### config.mk
export PLATFORM = sky130hd
export DESIGN_NAME = comment_line_filter
export DESIGN_NICKNAME = d
export VERILOG_FILES = /design/src/design/clf_pkg.sv /design/src/design/clf_pend_ram.sv /design/src/design/clf_line_ctl.sv /design/src/design/clf_emit.sv /design/src/design/comment_line_filter.sv
export SDC_FILE = /design/constraint.sdc
export NUM_CORES = 1
export LEC_CHECK = 0
export BUFFER_PORTS_ARGS = -buffer_cell sky130_fd_sc_hd__buf_2
export CAP_MARGIN = 20
export CORE_ASPECT_RATIO = 1.5
export CORE_MARGIN = 1
export CORE_UTILIZATION = 54
export CTS_CLUSTER_DIAMETER = 40
export DETAILED_ROUTE_END_ITERATION = 7
export GPL_ROUTABILITY_DRIVEN = 0
export PLACE_DENSITY = 0.81
export SLEW_MARGIN = 25
export SYNTH_ARGS = -nofsm -noshare
export SYNTH_HDL_FRONTEND = slang
export SYNTH_SLANG_ARGS = --single-unit
export TNS_END_PERCENT = 100
### constraint.sdc
create_clock -name clock -period 6.95 [get_ports clock]
set_clock_uncertainty 0.05 [all_clocks]
set_input_delay 0.695 -clock clock [delete_from_list [all_inputs] [get_ports clock]]
set_output_delay 0.695 -clock clock [all_outputs]
set_load 0.01 [all_outputs]
### src/design/clf_pkg.sv
// shared constants, codes and types of the comment line filter
package clf_pkg;

   localparam int LINE_LIMIT    = 254;
   localparam int PENDING_DEPTH = 32;

   localparam int ADDR_W = $clog2(PENDING_DEPTH);
   localparam int CNT_W  = $clog2(PENDING_DEPTH + 1);
   localparam int LEN_W  = $clog2(LINE_LIMIT + 1);

   localparam logic [7:0] CH_NL   = 8'd10;
   localparam logic [7:0] CH_TAB  = 8'd9;
   localparam logic [7:0] CH_SP   = 8'd32;
   localparam logic [7:0] CH_HASH = 8'd35;
   localparam logic [7:0] CH_BSL  = 8'd92;

   typedef enum logic [1:0] {
      K_CHAR       = 2'd0,
      K_LINE_END   = 2'd1,
      K_STREAM_END = 2'd2,
      K_OVERFLOW   = 2'd3
   } clf_kind_type;

   typedef enum logic [1:0] {
      PH_LEAD = 2'd0,
      PH_BODY = 2'd1,
      PH_CUT  = 2'd2,
      PH_DROP = 2'd3
   } clf_phase_type;

   typedef enum logic [2:0] {
      E_IDLE,
      E_READ,
      E_FLUSH,
      E_TAIL0,
      E_TAIL1
   } clf_state_type;

   // what one accepted item has to put out: held bytes first, then up to two results
   typedef struct packed {
      logic [CNT_W-1:0] flush_cnt;
      logic             flush_bsl;
      logic [1:0]       tail_cnt;
      clf_kind_type     tail0_kind;
      logic [7:0]       tail0_char;
      clf_kind_type     tail1_kind;
   } clf_plan_type;

endpackage

### src/design/clf_pend_ram.sv
// memory of held blank bytes, one write and one registered read port
module clf_pend_ram (
   input  logic                     clock,
   input  logic                     wr_en,
   input  logic [clf_pkg::ADDR_W-1:0] wr_addr,
   input  logic [7:0]               wr_data,
   input  logic                     rd_en,
   input  logic [clf_pkg::ADDR_W-1:0] rd_addr,
   output logic [7:0]               rd_data
);

   logic [7:0] mem [clf_pkg::PENDING_DEPTH];
   logic [7:0] rd_data_ff;

   always_ff @(posedge clock) begin
      if (wr_en) begin
         mem[wr_addr] <= wr_data;
      end
   end

   always_ff @(posedge clock) begin
      if (rd_en) begin
         rd_data_ff <= mem[rd_addr];
      end
   end

   assign rd_data = rd_data_ff;

endmodule

### src/design/clf_line_ctl.sv
// per-line state, option register and the decision for each accepted item
module clf_line_ctl (
   input  logic                       clock,
   input  logic                       reset,
   input  logic                       csr_wr_en,
   input  logic                       csr_wr_data,
   input  logic                       take,
   input  logic                       act,
   input  logic [7:0]                 chr,
   output clf_pkg::clf_plan_type      plan,
   output logic                       mem_wr,
   output logic [clf_pkg::ADDR_W-1:0] mem_addr,
   output logic [7:0]                 mem_data
);

   logic                        strip_ff;
   logic [clf_pkg::CNT_W-1:0]   cnt_ff, cnt_in;
   logic                        bsl_ff, bsl_in;
   clf_pkg::clf_phase_type      phase_ff, phase_in;
   logic                        has_ff, has_in;
   logic [clf_pkg::LEN_W-1:0]   len_ff, len_in;

   logic blank, is_hash, line_end, emit_le, too_long;
   logic want_hold, want_nb, drop_hash, to_cut, hold_full, err;

   // classify the item against the current line state
   always_comb begin
      blank     = (chr == clf_pkg::CH_SP) || (chr == clf_pkg::CH_TAB);
      is_hash   = (chr == clf_pkg::CH_HASH);
      line_end  = act || (chr == clf_pkg::CH_NL);
      emit_le   = !((cnt_ff != '0) && bsl_ff) && has_ff;
      too_long  = !line_end && (len_ff >= clf_pkg::LEN_W'(clf_pkg::LINE_LIMIT));
      want_hold = 1'b0;
      want_nb   = 1'b0;
      drop_hash = 1'b0;
      to_cut    = 1'b0;
      if (!line_end && !too_long) begin
         case (phase_ff)
            clf_pkg::PH_LEAD: begin
               if (blank) want_hold = 1'b1;
               else if (is_hash) drop_hash = 1'b1;
               else want_nb = 1'b1;
            end
            clf_pkg::PH_BODY: begin
               if (is_hash && strip_ff) to_cut = 1'b1;
               else if (blank) want_hold = 1'b1;
               else want_nb = 1'b1;
            end
            default: ;
         endcase
      end
      hold_full = want_hold && (cnt_ff >= clf_pkg::CNT_W'(clf_pkg::PENDING_DEPTH));
      err       = too_long || hold_full;
   end

   // next line state
   always_comb begin
      cnt_in   = cnt_ff;
      bsl_in   = bsl_ff;
      phase_in = phase_ff;
      has_in   = has_ff;
      len_in   = len_ff;
      if (line_end || err) begin
         cnt_in   = '0;
         bsl_in   = 1'b0;
         phase_in = err ? clf_pkg::PH_DROP : clf_pkg::PH_LEAD;
         has_in   = 1'b0;
         len_in   = '0;
      end else begin
         len_in = len_ff + clf_pkg::LEN_W'(1);
         if (drop_hash) begin
            cnt_in   = '0;
            bsl_in   = 1'b0;
            phase_in = clf_pkg::PH_DROP;
         end
         if (to_cut) phase_in = clf_pkg::PH_CUT;
         if (want_hold) cnt_in = cnt_ff + clf_pkg::CNT_W'(1);
         if (want_nb) begin
            phase_in = clf_pkg::PH_BODY;
            cnt_in   = '0;
            bsl_in   = 1'b0;
            if (bsl_ff && (cnt_ff != '0)) has_in = 1'b1;
            // a backslash is held as the lead entry, kept only in the flag
            if (chr == clf_pkg::CH_BSL) begin
               cnt_in = clf_pkg::CNT_W'(1);
               bsl_in = 1'b1;
            end else begin
               has_in = 1'b1;
            end
         end
      end
   end

   // results the item causes
   always_comb begin
      plan            = '0;
      plan.tail0_kind = clf_pkg::K_CHAR;
      plan.tail1_kind = clf_pkg::K_STREAM_END;
      if (act) begin
         plan.tail_cnt   = emit_le ? 2'd2 : 2'd1;
         plan.tail0_kind = emit_le ? clf_pkg::K_LINE_END : clf_pkg::K_STREAM_END;
      end else if (line_end) begin
         plan.tail_cnt   = emit_le ? 2'd1 : 2'd0;
         plan.tail0_kind = clf_pkg::K_LINE_END;
      end else if (err) begin
         plan.tail_cnt   = 2'd1;
         plan.tail0_kind = clf_pkg::K_OVERFLOW;
      end else if (want_nb) begin
         plan.flush_cnt = cnt_ff;
         plan.flush_bsl = bsl_ff;
         if (chr != clf_pkg::CH_BSL) begin
            plan.tail_cnt   = 2'd1;
            plan.tail0_char = chr;
         end
      end
   end

   assign mem_wr   = take && want_hold && !hold_full;
   assign mem_addr = cnt_ff[clf_pkg::ADDR_W-1:0];
   assign mem_data = chr;

   always_ff @(posedge clock) begin
      if (reset) begin
         strip_ff <= 1'b1;
         cnt_ff   <= '0;
         bsl_ff   <= 1'b0;
         phase_ff <= clf_pkg::PH_LEAD;
         has_ff   <= 1'b0;
         len_ff   <= '0;
      end else begin
         if (csr_wr_en) strip_ff <= csr_wr_data;
         if (take) begin
            cnt_ff   <= cnt_in;
            bsl_ff   <= bsl_in;
            phase_ff <= phase_in;
            has_ff   <= has_in;
            len_ff   <= len_in;
         end
      end
   end

endmodule

### src/design/clf_emit.sv
// sequencer that reads held bytes back and drives the result register
module clf_emit (
   input  logic                       clock,
   input  logic                       reset,
   input  logic                       start,
   input  clf_pkg::clf_plan_type      plan,
   output logic                       take_ok,
   output logic                       rd_en,
   output logic [clf_pkg::ADDR_W-1:0] rd_addr,
   input  logic [7:0]                 rd_data,
   output logic                       rsp_tvalid,
   input  logic                       rsp_tready,
   output logic [7:0]                 rsp_tdata,
   output logic [1:0]                 rsp_tuser,
   output logic                       rsp_tlast
);

   clf_pkg::clf_state_type    state_ff, state_in;
   clf_pkg::clf_plan_type     plan_ff, plan_in;
   logic [clf_pkg::CNT_W-1:0] ptr_ff, ptr_in, ptr_nxt;
   logic                      vld_ff;
   logic [7:0]                char_ff;
   clf_pkg::clf_kind_type     kind_ff;
   logic                      last_ff;

   logic                  slot_free, ptr_last, load, ld_last;
   clf_pkg::clf_kind_type ld_kind;
   logic [7:0]            ld_char;

   assign slot_free = !vld_ff || rsp_tready;
   assign ptr_nxt   = ptr_ff + clf_pkg::CNT_W'(1);
   assign ptr_last  = (ptr_nxt == plan_ff.flush_cnt);
   assign take_ok   = (state_ff == clf_pkg::E_IDLE) && slot_free;

   always_comb begin
      state_in = state_ff;
      unique case (state_ff)
         clf_pkg::E_IDLE: begin
            if (start) begin
               if (plan.flush_cnt != '0) state_in = clf_pkg::E_READ;
               else if (plan.tail_cnt == 2'd2) state_in = clf_pkg::E_TAIL1;
            end
         end
         clf_pkg::E_READ: state_in = clf_pkg::E_FLUSH;
         clf_pkg::E_FLUSH: begin
            if (slot_free) begin
               if (!ptr_last) state_in = clf_pkg::E_READ;
               else if (plan_ff.tail_cnt != 2'd0) state_in = clf_pkg::E_TAIL0;
               else state_in = clf_pkg::E_IDLE;
            end
         end
         clf_pkg::E_TAIL0: begin
            if (slot_free) begin
               state_in = (plan_ff.tail_cnt == 2'd2) ? clf_pkg::E_TAIL1 : clf_pkg::E_IDLE;
            end
         end
         clf_pkg::E_TAIL1: begin
            if (slot_free) state_in = clf_pkg::E_IDLE;
         end
         default: state_in = clf_pkg::E_IDLE;
      endcase
   end

   always_comb begin
      plan_in = plan_ff;
      ptr_in  = ptr_ff;
      load    = 1'b0;
      ld_kind = clf_pkg::K_CHAR;
      ld_char = 8'd0;
      ld_last = 1'b0;
      rd_en   = 1'b0;
      rd_addr = ptr_ff[clf_pkg::ADDR_W-1:0];
      unique case (state_ff)
         clf_pkg::E_IDLE: begin
            if (start) begin
               plan_in = plan;
               ptr_in  = '0;
               // no held bytes: first result goes straight to the output
               if ((plan.flush_cnt == '0) && (plan.tail_cnt != 2'd0)) begin
                  load    = 1'b1;
                  ld_kind = plan.tail0_kind;
                  ld_char = plan.tail0_char;
                  ld_last = (plan.tail_cnt == 2'd1);
               end
            end
         end
         clf_pkg::E_READ: rd_en = 1'b1;
         clf_pkg::E_FLUSH: begin
            if (slot_free) begin
               load    = 1'b1;
               ld_char = ((ptr_ff == '0) && plan_ff.flush_bsl) ? clf_pkg::CH_BSL : rd_data;
               ld_last = ptr_last && (plan_ff.tail_cnt == 2'd0);
               ptr_in  = ptr_nxt;
            end
         end
         clf_pkg::E_TAIL0: begin
            if (slot_free) begin
               load    = 1'b1;
               ld_kind = plan_ff.tail0_kind;
               ld_char = plan_ff.tail0_char;
               ld_last = (plan_ff.tail_cnt == 2'd1);
            end
         end
         clf_pkg::E_TAIL1: begin
            if (slot_free) begin
               load    = 1'b1;
               ld_kind = plan_ff.tail1_kind;
               ld_last = 1'b1;
            end
         end
         default: ;
      endcase
   end

   always_ff @(posedge clock) begin
      if (reset) begin
         state_ff <= clf_pkg::E_IDLE;
         vld_ff   <= 1'b0;
      end else begin
         state_ff <= state_in;
         if (load) vld_ff <= 1'b1;
         else if (rsp_tready) vld_ff <= 1'b0;
      end
   end

   always_ff @(posedge clock) begin
      plan_ff <= plan_in;
      ptr_ff  <= ptr_in;
      if (load) begin
         kind_ff <= ld_kind;
         char_ff <= ld_char;
         last_ff <= ld_last;
      end
   end

   assign rsp_tvalid = vld_ff;
   assign rsp_tdata  = char_ff;
   assign rsp_tuser  = kind_ff;
   assign rsp_tlast  = last_ff;

endmodule

### src/design/comment_line_filter.sv
// top level of the comment line filter: line control, held-byte memory, result sequencer
//
//   port group   dir   payload (low bit up)          note
//   req_*        in    tdata: char_in  tuser: action  text bytes, end of stream
//   rsp_*        out   tdata: out_char tuser: kind    tlast marks last result of an item
//   csr_*        in    wr_data: strip_trailing_comments
//
// an item that causes no result or one result leaves the sequencer idle
// an item that releases held blanks closes the input until all its results are out, with
// one read of the held-byte memory and one output load per held byte
// reset is synchronous; the held-byte memory needs no clearing pass
// rsp_tready low with rsp_tvalid high holds the result and stops the sequencer; req_tready drops
module comment_line_filter (
   input  logic       clock,
   input  logic       reset,
   input  logic       req_tvalid,
   output logic       req_tready,
   input  logic [7:0] req_tdata,   // char_in
   input  logic       req_tuser,   // action
   output logic       rsp_tvalid,
   input  logic       rsp_tready,
   output logic [7:0] rsp_tdata,   // out_char
   output logic [1:0] rsp_tuser,   // kind
   output logic       rsp_tlast,
   input  logic       csr_wr_en,
   input  logic       csr_wr_data
);

   clf_pkg::clf_plan_type      plan;
   logic                       take, take_ok;
   logic                       mem_wr, rd_en;
   logic [clf_pkg::ADDR_W-1:0] mem_addr, rd_addr;
   logic [7:0]                 mem_data, rd_data;

   assign req_tready = take_ok;
   assign take       = req_tvalid && take_ok;

   clf_line_ctl u_line (
      .clock       (clock),
      .reset       (reset),
      .csr_wr_en   (csr_wr_en),
      .csr_wr_data (csr_wr_data),
      .take        (take),
      .act         (req_tuser),
      .chr         (req_tdata),
      .plan        (plan),
      .mem_wr      (mem_wr),
      .mem_addr    (mem_addr),
      .mem_data    (mem_data)
   );

   clf_pend_ram u_ram (
      .clock   (clock),
      .wr_en   (mem_wr),
      .wr_addr (mem_addr),
      .wr_data (mem_data),
      .rd_en   (rd_en),
      .rd_addr (rd_addr),
      .rd_data (rd_data)
   );

   clf_emit u_emit (
      .clock      (clock),
      .reset      (reset),
      .start      (take),
      .plan       (plan),
      .take_ok    (take_ok),
      .rd_en      (rd_en),
      .rd_addr    (rd_addr),
      .rd_data    (rd_data),
      .rsp_tvalid (rsp_tvalid),
      .rsp_tready (rsp_tready),
      .rsp_tdata  (rsp_tdata),
      .rsp_tuser  (rsp_tuser),
      .rsp_tlast  (rsp_tlast)
   );

   // held-byte memory is written only by an accepted item
   a_wr_on_take: assert property (@(posedge clock) disable iff (reset)
      mem_wr |-> take)
      else $error("held-byte write without an accepted item");

   // reads back happen only while the input side is closed
   a_rd_busy: assert property (@(posedge clock) disable iff (reset)
      rd_en |-> !req_tready)
      else $error("memory read while accepting items");

   // an item with held bytes to release closes the input next cycle
   a_flush_blocks: assert property (@(posedge clock) disable iff (reset)
      (take && (plan.flush_cnt != '0)) |=> !req_tready)
      else $error("input open during release of held bytes");

   // never more than two results after the held bytes
   a_tail_bound: assert property (@(posedge clock) disable iff (reset)
      take |-> (plan.tail_cnt != 2'd3))
      else $error("bad result count");

endmodule
# [Yosys cells after proc, flatten, opt, wreduce, memory -nomap -nowiden]
# Memory sizes are Yosys's and may differ from the RTL's. A register that Yosys moved wholly into a read port is not among the register bits.
# Cells that the tools add are included.
# Widths: inputs -> output; s select.
[totals] regBits=59 ramBits=256 input_bits=15 out_inout_bits=13 wordCells=183 n_memories=1
[memory_table] memory="u_ram.mem" depth=32 word_bits=8 rd=1 rd_ports_with_merged_regs=1 wr=1 line_no="clf_pend_ram.sv:12" rtl="logic [7:0] mem [clf_pkg::PENDING_DEPTH];"
[op_classes] add_sub_neg=3 n_lt_le_gt_ge=2 n_eq_ne=22 n_mux=90 bitwise_logic=1 reduce_logical=47
[ops] op="$mux 8" count=11
[ops] op="$mux 1" count=38
[ops] op="$mux 6" count=6
[ops] op="$mux 2" count=13
[ops] op="$mux 3" count=8
[ops] op="$pmux 8 s3" count=1
[ops] op="$mux 7" count=3
[ops] op="$eq 8x4->1 const B" count=2
[ops] op="$eq 8x6->1 const B" count=2
[ops] op="$pmux 3 s5" count=1
[ops] op="$logic_and 1x1->1" count=13
[ops] op="$add 6x1->6 const B" count=2
[ops] op="$logic_not 6->1" count=2
[ops] op="$pmux 6 s2" count=1
[ops] op="$reduce_bool 6->1" count=2
[ops] op="$reduce_bool 2->1" count=5
[ops] op="$mux 9" count=1
[ops] op="$add 8x1->8 const B" count=1
[ops] op="$eq 8x7->1 const B" count=1
[ops] op="$ge 8x8->1 const B" count=1
[ops] op="$mux 4" count=2
[ops] op="$ne 8x7->1 const B" count=1
[ops] op="$reduce_and 2->1" count=4
[ops] op="$reduce_bool 4->1" count=2
[ops] op="other kinds (24)" count=42

# [Depth between registers and ports, before layout]
[depth] word_depth=18 mapped_depth=10 ltp_nobuf=8

# [Cells and area by module]
# From an unflattened synthesis, not the netlist that was laid out.
[unflattened] cells_unflattened=759 area_unflattened_um2=13563.0
[modules_own_cells] module="clf_pend_ram" n_inst=1 cells_per_inst=417 area_per_inst_um2=10133.5 seq_area_each_um2=7927.6
[modules_own_cells] module="clf_emit" n_inst=1 cells_per_inst=164 area_per_inst_um2=1973.1 seq_area_each_um2=1221.2
[modules_own_cells] module="clf_line_ctl" n_inst=1 cells_per_inst=177 area_per_inst_um2=1450.1 seq_area_each_um2=380.4
[modules_own_cells] module="comment_line_filter" n_inst=1 cells_per_inst=1 area_per_inst_um2=6.3 seq_area_each_um2=0.0

# [Worst setup path after synthesis]
# OpenSTA, ideal clock, no wires.
[synth_path] path_type="in2reg" startpoint="in req_tdata[2]" endpoint="mem u_ram.mem[12][0] (enable)" setup_time_ns=0.370 arrival_ns=2.302 required_time_ns=6.530 slack_ns=4.228 path_stages=6 n_path_buf=1 path_cell_list="nor3_2 > o211a_4 > nand4_1 > or2_2 > clkbuf_1 > nor2_1"
[synth_via] elab_chain_cells=12 word_cells_on_any_way=21 classes_between="eq/ne: 4; mux: 6; reduce/logical: 11"
[synth_lines] item="start: declaration" line_no="comment_line_filter.sv:18" rtl="input logic [7:0] req_tdata,"
[synth_lines] item="branches (longest 6 deep; another with $eq 8x6->1)"
[synth_lines] item="$mux 1 (*)" line_no="clf_line_ctl.sv:37" rtl="if (!line_end && !too_long) begin"
[synth_lines] item="$logic_and 1x1->1" line_no="clf_line_ctl.sv:52" rtl="hold_full = want_hold && (cnt_ff >= clf_pkg::CNT_W'(clf_pkg::PENDING_DEPTH));"
[synth_lines] item="$logic_not 1->1" line_no="clf_line_ctl.sv:118" rtl="assign mem_wr = take && want_hold && !hold_full;"
[synth_lines] item="$logic_and 1x1->1 (*)" line_no="clf_line_ctl.sv:118"
[synth_lines] item="$mux 1 (*)" line_no="clf_pend_ram.sv:16" rtl="if (wr_en) begin"
[synth_lines] item="$mux 1 (implied by the code) (*)" line_no="clf_pend_ram.sv:17" rtl="mem[wr_addr] <= wr_data;"
[synth_lines] item="end: declaration" line_no="clf_pend_ram.sv:12"
# Every way passes the cells marked *.

# [Worst setup path in the final report]
[layout_path] startpoint="in req_tdata[2]" endpoint="mem u_ram.mem[30][3] (enable)"
# The elaborated chain is that of the path after synthesis.

==> metrics.yaml <==
status: "complete, no violations"
die_h_um: 195
seq_area_frac_synth: 0.706
die-width_um: 131
instances_no_fill: 1109
synth_seq_cells: 323
num_vias: 7105
synth_cells: 726
cts.sinks: 323
worstHoldPathCells: 2
dp_slack_ns: 3.06
hold_viol_final: 0
fin_util: 0.607
htreeDepth: 1
avgRoutedWirePerCell_um: 26.2
cts_buffers: 29
synthArstFlopShare: 0
cp-end-kind: "flop"
drt_iter0_drc: 731
wl_um: 29000
place_inst: 1057
post_cts.repair.setup_buffers: 0
antenna_found_initial: 0
r2r_setup_slack_ns: 3.71
synthAdderAreaFrac: 0.00747
fin_ws_ns: 3.54
synth_edf_count: 300
clk_latency_ns: 0.55
numPortBuffers: 27
cp-start-kind: "input pin"
grt_max_degree: 69
synthSimpleGateAreaFrac: 0.0686
drive_above_1_share: 0.254
grt.overflow.total: 0
fill_cells: 1745
min_path_type: "in2reg"
grt_pass1_wl_um: 44500
grtUsageTotal: 0.243
worst-endpoint-arrival_ns: 3.54
cts-hold-fix-buffers: 0
row_count: 70
p_sw_frac: 0.266
synth_compound_area_frac: 0.0484
clk_pin_slew_ns: 0.06
synth_area_sq_um: 13400
cts_tree: "done"
synth_top_family_by_area: "multiplexers"
worstSetupPathType: "in2reg"
die_area_sq_um: 25500
syn-num-nets: 749
slew_violations: 0
cts_buffer_depth: 3
synth.avg_cell_area_sq_um: 18.5
ys.flop_type: "edfxtp_1"
p_comb_frac: 0.213
clockRootBuffer: "clkbuf_16"
cts_resized: 0
initial_utilization: 0.551
synth_xor_area_frac: 0.0108
antennaDiodeCount: 0
worst_ir_drop_vdd_mv: 0.218
fmax_mhz: 293
first_global_vias: 7220
holdWs_ns: 0.307
ff2ff_path_depth: 8
synth_cell_type_count: 74
core_sq_um: 24300
dr.pass1.iters: 5
worstPathRequired_ns: 7.08
internal-power_mw: 3.57
critPathMaxFanout: 36
p_per_area_nw_per_um2: 329
slew_headroom: 0.375
max_cap_viol_count: 0
p_seq_frac: 0.477
syn_to_final_growth_pct: 10.2
rsz0062_at_grt: "no"
via_per_inst: 6.41
hpwl_um: 18300
ant_nets: 0
drc: 0
fin_crit_sh: 0.491
tns_ns: 0
yosysWarnings: 0
synthMuxAreaShare: 0.141
p_clk_frac: 0.311
setup_viol: 0
finalCriticalPeriod_ns: 3.41
io_pins: 28
p_switching_mw: 1.29
total_leakage_power_nw: 4.75
worstMarginPinSlew_ns: 0.938
nets: 787
[layout by cell type, fill, tap and decap left out, types with 5 or more instances in the layout]
cell type  instances
a21oi_1           14
a22o_1             5
and2_1            13
and3_1             6
buf_2             27
buf_4             12
clkbuf_1           7
clkbuf_16         29
clkinv_2           6
dfxtp_1           23
edfxtp_1         300
ha_1               8
inv_1             16
mux2_2             8
mux4_2            80
nand2_1           13
nand3_1           11
nor2_1            63
nor3_1            19
o21a_1             7
o21ai_0            8
xnor2_1            7
xor2_1             7
[synthesized netlist by cell type (all sizes together) (2+ instances only)]
cell type	n	area (sq um)
a211o	2	17.5
a211oi	5	42.5
a21o	4	30.0
a21oi	14	70.1
a221o	4	40.0
a22o	5	43.8
a22oi	2	15.0
a31oi	4	37.5
and2	13	81.3
and3	6	37.5
and4bb	2	25.0
buf	20	121
clkbuf	13	48.8
dfxtp	23	460
edfxtp	300	9010
ha	8	100
inv	16	60.1
mux2	8	90.1
mux4	80	1800
nand2	14	55.1
nand3	11	55.1
nand3b	5	50.1
nand4	5	37.5
nor2	64	248
nor2b	3	18.8
nor3	21	121
nor3b	4	35.0
nor4	2	27.5
o211ai	3	22.5
o21a	7	52.6
o21ai	9	48.8
o22ai	2	12.5
o311a	2	20.0
o311ai	2	17.5
o31ai	3	50.1
or2	2	12.5
or3	4	30.0
or3b	2	17.5
or4b	2	20.0
xnor2	7	61.3
xor2	7	61.3
[worst paths after layout]
check | start | endpoint
setup / recovery | req_tdata[2] | u_ram.mem[30][3]$_DFFE_PP_
setup reg to reg | u_emit.state_ff[1]$_SDFFE_PP0P_ | u_ram.mem[30][3]$_DFFE_PP_
hold reg to reg | u_line.len_ff[7]$_SDFFE_PP0P_ | u_line.len_ff[7]$_SDFFE_PP0P_
hold / removal | csr_wr_data | u_line.strip_ff$_SDFFE_PP1P_
[worst max-delay path, cell delays in order]
cell and delay (ns):
buf_2 0.59, nor3_2 0.22, a31oi_2 0.37, nand4_1 0.24, nor2_1 0.27, nand2_1 0.41, nor2_1 0.71
[cell type report]
type	instances	area, sq um	area share
sequential	323	9470	0.641
multi-input combinational	354	3710	0.251
clock buffer	38	779	0.0528
tap	324	405	0.0274
timing repair buffer	40	240	0.0163
clock inverter	14	113	0.00762
inverter	16	60.1	0.00406
[per-layer routing]
metal	wire (um)	vias to the layer above	track usage
li1	-	3018	-
met1	10500	3618	0.313
met2	15100	389	0.407
met3	2060	80	0.0311
met4	1320	0	0.112
met5	0	-	0
[flip-flops by register name (all words and copies together), names as in the netlist, 2 cells and up]
| signal | count |
|---|---|
| u_emit.plan_ff | 19 |
| u_emit.ptr_ff | 6 |
| u_emit.rsp_tdata | 8 |
| u_emit.rsp_tuser | 2 |
| u_emit.state_ff | 3 |
| u_line.cnt_ff | 6 |
| u_line.len_ff | 8 |
| u_line.phase_ff | 2 |
| u_ram.mem | 256 |
| u_ram.rd_data | 8 |
[stage by stage]
stage | cell area [sq um] | power [mW]
2_1_floorplan | 13400 | 3.08
3_3_place_gp | 13900 | 3.35
3_5_place_dp | 13900 | 3.38
4_1_cts | 14800 | 4.88
5_1_grt | 14800 | 5.02
6_report | 14800 | 4.86
[logic make-up (layout without fill, tap and decap cells)]
family / count (synthesis) / after routing
xor+xnor: 15 / 15
compound gates: 78 / 78
buf+inv: 49 / 108
mux: 88 / 88
simple gates: 165 / 165
flops: 323 / 323
fa+ha+maj: 8 / 8
[power by group through the flow]
| stage | logic (mW) | clock network [mW] | registers [mW] |
|---|---|---|---|
| after floorplan | 0.750 | 0 | 2.33 |
| after global placement | 0.988 | 0 | 2.36 |
| after detailed placement | 1.03 | 0 | 2.35 |
| after CTS | 1.04 | 1.53 | 2.31 |
| after global routing | 1.09 | 1.60 | 2.33 |
| final | 1.03 | 1.51 | 2.32 |
(Power assumes the default switching activity.)
